<file path="config.mk">
export PLATFORM = sky130hd
export DESIGN_NAME = binary_frame_deframer
export DESIGN_NICKNAME = d
export VERILOG_FILES = /design/src/design/bfd_pkg.sv /design/src/design/binary_frame_deframer.sv /design/src/design/bfd_ram.sv
export SDC_FILE = /design/constraint.sdc
export NUM_CORES = 1
export LEC_CHECK = 0
export BUFFER_PORTS_ARGS = -buffer_cell sky130_fd_sc_hd__buf_2
export CORE_AREA = 2 2 195 340
export CTS_CLUSTER_DIAMETER = 200
export DETAILED_ROUTE_END_ITERATION = 6
export DIE_AREA = 0 0 197 342
export PLACE_DENSITY = 0.78
export SLEW_MARGIN = 20
export SYNTH_ARGS = -nofsm -noshare
export SYNTH_HDL_FRONTEND = slang
export SYNTH_SLANG_ARGS = --single-unit
</file>
<file path="constraint.sdc">
create_clock -name clk -period 7.55 [get_ports clk]
set_input_delay 1.51 -clock clk [delete_from_list [all_inputs] [get_ports clk]]
set_output_delay 1.51 -clock clk [all_outputs]
set_load 0.01 [all_outputs]
</file>
<file path="src/design/bfd_pkg.sv">
package bfd_pkg;

  localparam int DefBufferDepth = 64;
  localparam int DefMaxHeaderBytes = 4;
  localparam int MaxResults = 64;

  typedef enum logic [2:0] {
    REG_HEADER_LEN   = 3'd0,
    REG_HEADER_BYTES = 3'd1,
    REG_SIZE_LEN     = 3'd2,
    REG_MAX_PAYLOAD  = 3'd3,
    REG_CHECK_LEN    = 3'd4
  } reg_index_t;

  typedef enum logic [2:0] {
    ST_IDLE,
    ST_ATTEMPT,
    ST_SCAN,
    ST_DROP,
    ST_EMIT_RD,
    ST_EMIT,
    ST_EMIT_EMPTY,
    ST_DONE
  } state_t;

endpackage

</file>
<file path="src/design/binary_frame_deframer.sv">
// Byte-stream frame parser. Each accepted input word is one received byte, stored in a
// circular buffer RAM whose depth must be a power of two. The block then parses at the
// buffer start: header bytes, a little-endian length, the payload and an additive check.
// An attempt starts with a setup state and then reads the buffered bytes one per cycle
// through the single RAM read port. A byte that leaves the frame incomplete is finished
// once the header and length bytes have been read, or in the setup state when fewer
// bytes than those are buffered. A complete frame is read in full, including its check
// bytes; its payload is then read again after a setup state at one output word per
// cycle, unless output backpressure stalls the payload loop, and parsing retries. A
// frame with an empty payload yields one word without a byte. Each rejected attempt
// drops one byte and rescans. The last word caused by a byte is held inside the block
// until the parse ends, so that it can carry run_last; it is released in the done
// state. No new byte and no register write is taken until the parse started by the
// previous byte has finished.
module binary_frame_deframer
  import bfd_pkg::*;
#(
  parameter int BufferDepth = DefBufferDepth,
  parameter int MaxHeaderBytes = DefMaxHeaderBytes
) (
  input  logic        clk,
  input  logic        rst,
  input  logic        in_valid,
  output logic        in_ready,
  input  logic [7:0]  rx_byte,
  input  logic        cfg_valid,
  output logic        cfg_ready,
  input  logic [2:0]  cfg_index,
  input  logic [31:0] cfg_data,
  output logic        out_valid,
  input  logic        out_ready,
  output logic [7:0]  payload_byte,
  output logic        has_byte,
  output logic        frame_end,
  output logic [5:0]  payload_length,
  output logic        run_last
);

  localparam int AW = $clog2(BufferDepth);
  localparam int CW = $clog2(BufferDepth + 1);
  localparam int HMax = (MaxHeaderBytes < 4) ? MaxHeaderBytes : 4;

  logic [2:0]  header_len;
  logic [31:0] header_bytes;
  logic [2:0]  size_len;
  logic [5:0]  max_payload;
  logic [2:0]  check_len;

  state_t state, state_next;
  logic [AW-1:0] start_ptr, start_ptr_next;
  logic [CW-1:0] fill, fill_next;
  logic [6:0] idx, idx_next;
  logic [31:0] sum, sum_next;
  logic [31:0] len, len_next;
  logic [6:0] nres, nres_next;

  logic          ram_we;
  logic [AW-1:0] ram_waddr, ram_raddr;
  logic [7:0]    ram_rdata;

  logic [2:0] hl, sl, cl;
  logic [6:0] pre, body, total;
  logic [1:0] bsel, csel;
  logic       out_free;
  logic       pend_load, out_load, out_last;
  logic [7:0] word_byte;
  logic       word_has, word_end;

  logic       pend_valid;
  logic [7:0] pend_byte;
  logic       pend_has, pend_end;
  logic [5:0] pend_len;

  assign hl = (header_len > 3'(HMax)) ? 3'(HMax) : header_len;
  assign sl = (size_len == 3'd0) ? 3'd1 : ((size_len > 3'd4) ? 3'd4 : size_len);
  assign cl = (check_len > 3'd4) ? 3'd4 : check_len;
  assign pre = 7'(hl) + 7'(sl);
  assign body = pre + {1'b0, len[5:0]};
  assign total = body + 7'(cl);
  assign bsel = idx[1:0] - hl[1:0];
  assign csel = idx[1:0] - body[1:0];

  assign in_ready = (state == ST_IDLE);
  assign cfg_ready = (state == ST_IDLE);
  assign out_free = !out_valid || out_ready;

  always_ff @(posedge clk) begin
    if (rst) begin
      header_len <= 3'd2;
      header_bytes <= '0;
      size_len <= 3'd1;
      max_payload <= 6'd52;
      check_len <= 3'd1;
    end else if (cfg_valid && cfg_ready) begin
      case (reg_index_t'(cfg_index))
        REG_HEADER_LEN:   header_len <= cfg_data[2:0];
        REG_HEADER_BYTES: header_bytes <= cfg_data;
        REG_SIZE_LEN:     size_len <= cfg_data[2:0];
        REG_MAX_PAYLOAD:  max_payload <= cfg_data[5:0];
        REG_CHECK_LEN:    check_len <= cfg_data[2:0];
        default: ;
      endcase
    end
  end

  bfd_ram #(.Width(8), .Depth(BufferDepth)) u_ram (
    .clk(clk), .wr_en(ram_we), .wr_addr(ram_waddr), .wr_data(rx_byte),
    .rd_addr(ram_raddr), .rd_data(ram_rdata)
  );

  always_comb begin
    logic [31:0] len_acc;
    logic [6:0]  frame_need;
    logic        good;
    len_acc = len;
    frame_need = 7'd1;
    good = 1'b0;
    state_next = state;
    start_ptr_next = start_ptr;
    fill_next = fill;
    idx_next = idx;
    sum_next = sum;
    len_next = len;
    nres_next = nres;
    ram_we = 1'b0;
    ram_waddr = AW'(start_ptr + AW'(fill));
    ram_raddr = AW'(start_ptr + AW'(idx));
    pend_load = 1'b0;
    out_load = 1'b0;
    out_last = 1'b0;
    word_byte = ram_rdata;
    word_has = 1'b1;
    word_end = 1'b0;
    case (state)
      ST_IDLE: begin
        if (in_valid) begin
          // When full, the new byte overwrites the oldest one in place.
          ram_we = 1'b1;
          if (fill == CW'(BufferDepth)) begin
            start_ptr_next = AW'(start_ptr + AW'(1));
          end else begin
            fill_next = CW'(fill + CW'(1));
          end
          nres_next = '0;
          state_next = ST_ATTEMPT;
        end
      end
      ST_ATTEMPT: begin
        idx_next = '0;
        sum_next = '0;
        len_next = '0;
        ram_raddr = start_ptr;
        if (32'(fill) < 32'(pre)) state_next = pend_valid ? ST_DONE : ST_IDLE;
        else state_next = ST_SCAN;
      end
      ST_SCAN: begin
        idx_next = idx + 7'd1;
        ram_raddr = AW'(start_ptr + AW'(idx + 7'd1));
        if (idx < body) sum_next = sum + 32'(ram_rdata);
        if (idx < 7'(hl)) begin
          if (ram_rdata != header_bytes[{idx[1:0], 3'b000} +: 8]) state_next = ST_DROP;
        end else if (idx < pre) begin
          len_acc = len | (32'(ram_rdata) << {bsel, 3'b000});
          len_next = len_acc;
          if (idx + 7'd1 == pre) begin
            if (len_acc > 32'(max_payload)) begin
              state_next = ST_DROP;
            end else if (32'(fill) < 32'(pre) + len_acc + 32'(cl)) begin
              state_next = pend_valid ? ST_DONE : ST_IDLE;
            end else if (cl == 3'd0) begin
              good = 1'b1;
            end
          end
        end else if (idx >= body) begin
          if (ram_rdata != sum[{csel, 3'b000} +: 8]) state_next = ST_DROP;
          else if (idx + 7'd1 == total) good = 1'b1;
        end
        frame_need = (len_acc[5:0] == 6'd0) ? 7'd1 : {1'b0, len_acc[5:0]};
        if (good) begin
          if (nres + frame_need > 7'(MaxResults)) begin
            state_next = pend_valid ? ST_DONE : ST_IDLE;
          end else begin
            idx_next = pre;
            state_next = (len_acc[5:0] == 6'd0) ? ST_EMIT_EMPTY : ST_EMIT_RD;
          end
        end
      end
      ST_DROP: begin
        start_ptr_next = AW'(start_ptr + AW'(1));
        fill_next = CW'(fill - CW'(1));
        state_next = ST_ATTEMPT;
      end
      ST_EMIT_RD: begin
        state_next = ST_EMIT;
      end
      ST_EMIT: begin
        word_end = (idx + 7'd1 == body);
        if (!pend_valid || out_free) begin
          pend_load = 1'b1;
          out_load = pend_valid;
          nres_next = nres + 7'd1;
          idx_next = idx + 7'd1;
          ram_raddr = AW'(start_ptr + AW'(idx + 7'd1));
          if (word_end) begin
            start_ptr_next = AW'(start_ptr + AW'(total));
            fill_next = CW'(fill - CW'(total));
            state_next = ST_ATTEMPT;
          end
        end
      end
      ST_EMIT_EMPTY: begin
        word_byte = '0;
        word_has = 1'b0;
        word_end = 1'b1;
        if (!pend_valid || out_free) begin
          pend_load = 1'b1;
          out_load = pend_valid;
          nres_next = nres + 7'd1;
          start_ptr_next = AW'(start_ptr + AW'(total));
          fill_next = CW'(fill - CW'(total));
          state_next = ST_ATTEMPT;
        end
      end
      ST_DONE: begin
        // The held word is the final one of this input.
        if (out_free) begin
          out_load = 1'b1;
          out_last = 1'b1;
          state_next = ST_IDLE;
        end
      end
      default: state_next = ST_IDLE;
    endcase
  end

  always_ff @(posedge clk) begin
    if (rst) begin
      state <= ST_IDLE;
      start_ptr <= '0;
      fill <= '0;
      pend_valid <= 1'b0;
      out_valid <= 1'b0;
    end else begin
      state <= state_next;
      start_ptr <= start_ptr_next;
      fill <= fill_next;
      if (pend_load) pend_valid <= 1'b1;
      else if (out_load) pend_valid <= 1'b0;
      if (out_load) out_valid <= 1'b1;
      else if (out_ready) out_valid <= 1'b0;
    end
    idx <= idx_next;
    sum <= sum_next;
    len <= len_next;
    nres <= nres_next;
    if (pend_load) begin
      pend_byte <= word_byte;
      pend_has <= word_has;
      pend_end <= word_end;
      pend_len <= len[5:0];
    end
    if (out_load) begin
      payload_byte <= pend_byte;
      has_byte <= pend_has;
      frame_end <= pend_end;
      payload_length <= pend_len;
      run_last <= out_last;
    end
  end

endmodule

</file>
<file path="src/design/bfd_ram.sv">
module bfd_ram #(
  parameter int Width = 8,
  parameter int Depth = 64
) (
  input  logic                     clk,
  input  logic                     wr_en,
  input  logic [$clog2(Depth)-1:0] wr_addr,
  input  logic [Width-1:0]         wr_data,
  input  logic [$clog2(Depth)-1:0] rd_addr,
  output logic [Width-1:0]         rd_data
);

  logic [Width-1:0] mem [Depth];

  always_ff @(posedge clk) begin
    if (wr_en) begin
      mem[wr_addr] <= wr_data;
    end
    rd_data <= mem[rd_addr];
  end

endmodule

</file>
==> flow_summary.yaml <==
status:
  status: "complete, no violations"
global_routing:
  grt_overflow_total: 0
  met2_usage: 0.447
  grt_pass1_wl_um: 131000
  grt_pass1_vias: 23052
  grt_antenna_before_repair: 2
  grt_max_degree: 161
  grt_use_met1: 0.278
  grt_use_total: 0.254
  met3_usage: 0.0328
  top_usage_layer: "met2"
setup_path:
  crit_required_ns: 7.95
  r2r_end: "idx[0]"
  reg2reg_setup_slack_ns: 1.15
  cp_slowest_cell: "xor2_1"
  crit_chain: "nor2b_1 > ha_1 > inv_1 > fa_1 > xor2_1 > inv_1 > ha_1 > nand2b_1 > a21o_1 > xnor2_2 > inv_1 > ha_1 > a21oi_1 > o21ai_0 > a21oi_1 > or4_4 > or3_4 > a2111oi_4 > a31o_2 > a211oi_1 > or3_1"
  worstReg2RegStart: "header_len[0]"
  crit_family: "simple AND/OR/NAND/NOR gates"
  cp-end-kind: "flop"
  slowest_delay_ns: 0.46
  cp_data_arrival_time_ns: 6.80
  critPathMaxFanout: 7
  reg2regPathDepth: 21
  cp-start-kind: "flop"
  critPathKind: "reg2reg"
  crit_buf_inv: 3
pwr:
  p_int_w: 0.00687
  power_density_mw_per_mm2: 282
  power_frac_clock: 0.313
  p_leak_nw: 12.9
  pwr-share-seq: 0.443
  share_comb_of_total_power: 0.244
  p_switching_w: 0.00323
  peakVddDrop_mv: 0.226
  swShare: 0.320
route:
  drc: 0
  vias: 23001
  vias_per_cell: 6.15
  wl_per_cell_um: 23.1
  dr.pass1.iters: 6
  ant_nets: 0
  routed_wl_um: 86500
  drt-initial-drc-count: 2192
final_layout:
  final_cell_mix: "623 x edfxtp_1, 621 x nand2_1, 207 x nor2_1, 140 x nand3_1, 139 x a21oi_1"
  post-route-util: 0.551
  layout_commonest_cell: "edfxtp_1"
  drive_gt1_frac: 0.0864
  fin_nets: 3013
  synthToLayoutAreaGrowth_pct: 9.70
hold_path:
  hold_end: "payload_byte[5]"
  hold_depth: 0
  min_path_type: "reg2reg"
  hp-start: "pend_byte[5]"
clocking:
  root_buffer: "clkbuf_16"
  post-cts-setup-buffers: 0
  clock_sink_count: 696
  cts_hold_buf: 0
  path_clk_slew_ns: 0.07
  tritoncts: "done"
  postCtsResizedCells: 0
  clockBufferDepth: 3
  h-tree-depth: 2
  insertion_delay_ns: 0.66
  cts_buffers: 59
flow_run:
  drv_cap: 0
timing:
  worst_slew_pin_slew_ns: 1.07
  period_minus_slack_ns: 6.40
  tns_ns: 0
  fin_crit_sh: 0.847
  setup_viol: 0
  fin_skew_ns: 0.0283
  slew_headroom: 0.283
  slew_viol_final: 0
  fmax_mhz: 156
  rsz0062_at_grt: "no"
  hold_viol: 0
die:
  die_x_um: 197
  rows: 124
  num_io_pins: 68
  dieArea_sq_mm: 0.0674
  coreArea_sq_mm: 0.0649
  fp.dieH_um: 342
  start_util: 0.503
synthesis:
  synthesis.nets: 2996
  syn_area_sq_mm: 0.0326
  synthDistinctLibCells: 80
  synthCells: 2850
  synth-async-reset-ratio: 0
  seq_area_frac_synth: 0.619
  synth-edff-count: 623
  avgSynthCellArea_sq_um: 11.4
  yosys_warnings: 0
  ys.flop_type: "edfxtp_1"
  yosys_register_bits: 696
place:
  place_congestion: 0.974
  port_buffers: 67
  dpl.hpwl_um: 58200
## worst max path at each step
stage,from,to,slack (ns),depth (start not counted)
2_1_floorplan,header_len[0],sum[0],1.63,15
3_3_place_gp,idx[0],idx[0],1.32,23
3_5_place_dp,idx[0],idx[0],1.21,23
4_1_cts,header_len[0],idx[0],1.20,21
5_1_grt,header_len[0],idx[0],0.77,21
6_report,header_len[0],idx[0],1.15,21
## registers in the layout (all words and copies together) (netlist names), 6 cells and up
name,count
payload_length,6
start_ptr,6
header_bytes,32
len,32
u_ram.rd_data,8
pend_byte,8
payload_byte,8
u_ram.mem,512
sum,32
nres,7
fill,7
max_payload,6
idx,7
pend_len,6
## power by group through the flow
stage | Combinational [W] | Clock (W) | Sequential (W)
2_1_floorplan | 0.00167 | 0 | 0.00446
3_3_place_gp | 0.00236 | 0 | 0.00455
3_5_place_dp | 0.00241 | 0 | 0.00456
5_1_grt | 0.00265 | 0.00333 | 0.00448
6_report | 0.00246 | 0.00316 | 0.00448
4_1_cts | 0.00242 | 0.00319 | 0.00447
## cell usage after synthesis, types with 6 or more instances
master,instances,share of area
edfxtp_1,623,0.57
nand2_1,621,0.071
nor2_1,209,0.024
nand3_1,140,0.021
a21oi_1,139,0.021
clkbuf_1,95,0.011
ha_1,85,0.033
and3_1,83,0.016
inv_1,75,0.0086
dfxtp_1,73,0.045
xnor2_1,65,0.017
a31oi_1,63,0.012
o21ai_0,40,0.0061
mux2i_1,34,0.010
xor2_1,32,0.0086
buf_2,31,0.0048
a211oi_1,30,0.0069
a311oi_1,26,0.0070
nor4_1,26,0.0050
a21o_1,24,0.0055
nand4_1,22,0.0042
nor3_1,21,0.0032
a2111oi_0,20,0.0054
nand2b_1,19,0.0036
and2_1,18,0.0035
nor2b_1,17,0.0033
a32o_1,16,0.0049
buf_1,16,0.0018
mux4_2,16,0.011
fa_1,13,0.0080
or3_1,12,0.0023
o211ai_1,11,0.0025
a211o_1,10,0.0027
a22o_1,9,0.0024
o21a_1,9,0.0021
o2bb2ai_1,8,0.0021
a31o_2,7,0.0019
nand3b_1,6,0.0014
o21ai_1,6,0.00092
## area by class of cell
class / instances / area, sq um
clock buffers: 66 / 1520
fillers: 5297 / 29100
clock inverters: 44 / 482
flip-flops and latches: 696 / 20200
well taps: 819 / 1020
diodes: 2 / 5.00
inverters: 78 / 293
repair buffers: 99 / 626
multi-input cells: 1933 / 11600
## cell families (layout without fill, tap and decap cells)
logic type / Yosys count / in the layout / synth area share
muxes: 52 / 52 / 0.0222
other: 0 / 2 / 0
DFF: 696 / 696 / 0.619
adders and majority gates: 98 / 98 / 0.0406
AOI/OAI and AO/OA: 466 / 466 / 0.0974
xor gates and xnor gates: 102 / 102 / 0.0293
buffers and inverters: 221 / 287 / 0.0267
and+or+nand+nor: 1215 / 1215 / 0.165
## metrics by stage
stage               std cells  hold slack (ns)  setup slack (ns)  area, sq um  total power [W]
finish                   3737            0.412              1.15        35800           0.0101
CTS                      3735            0.421              1.20        35700           0.0101
global placement         3625            0.406              1.32        33700          0.00691
global route             3735            0.425             0.772        35800           0.0105
floorplan                2850            0.400              1.63        32600          0.00613
detailed placement       3625            0.405              1.21        33700          0.00697
## metal layers
metal,wire length [um],vias up
li1,-,10450
met1,29700,11107
met2,43900,1097
met3,5270,347
met4,7640,0
met5,0,-
(Power assumes the default switching activity.)
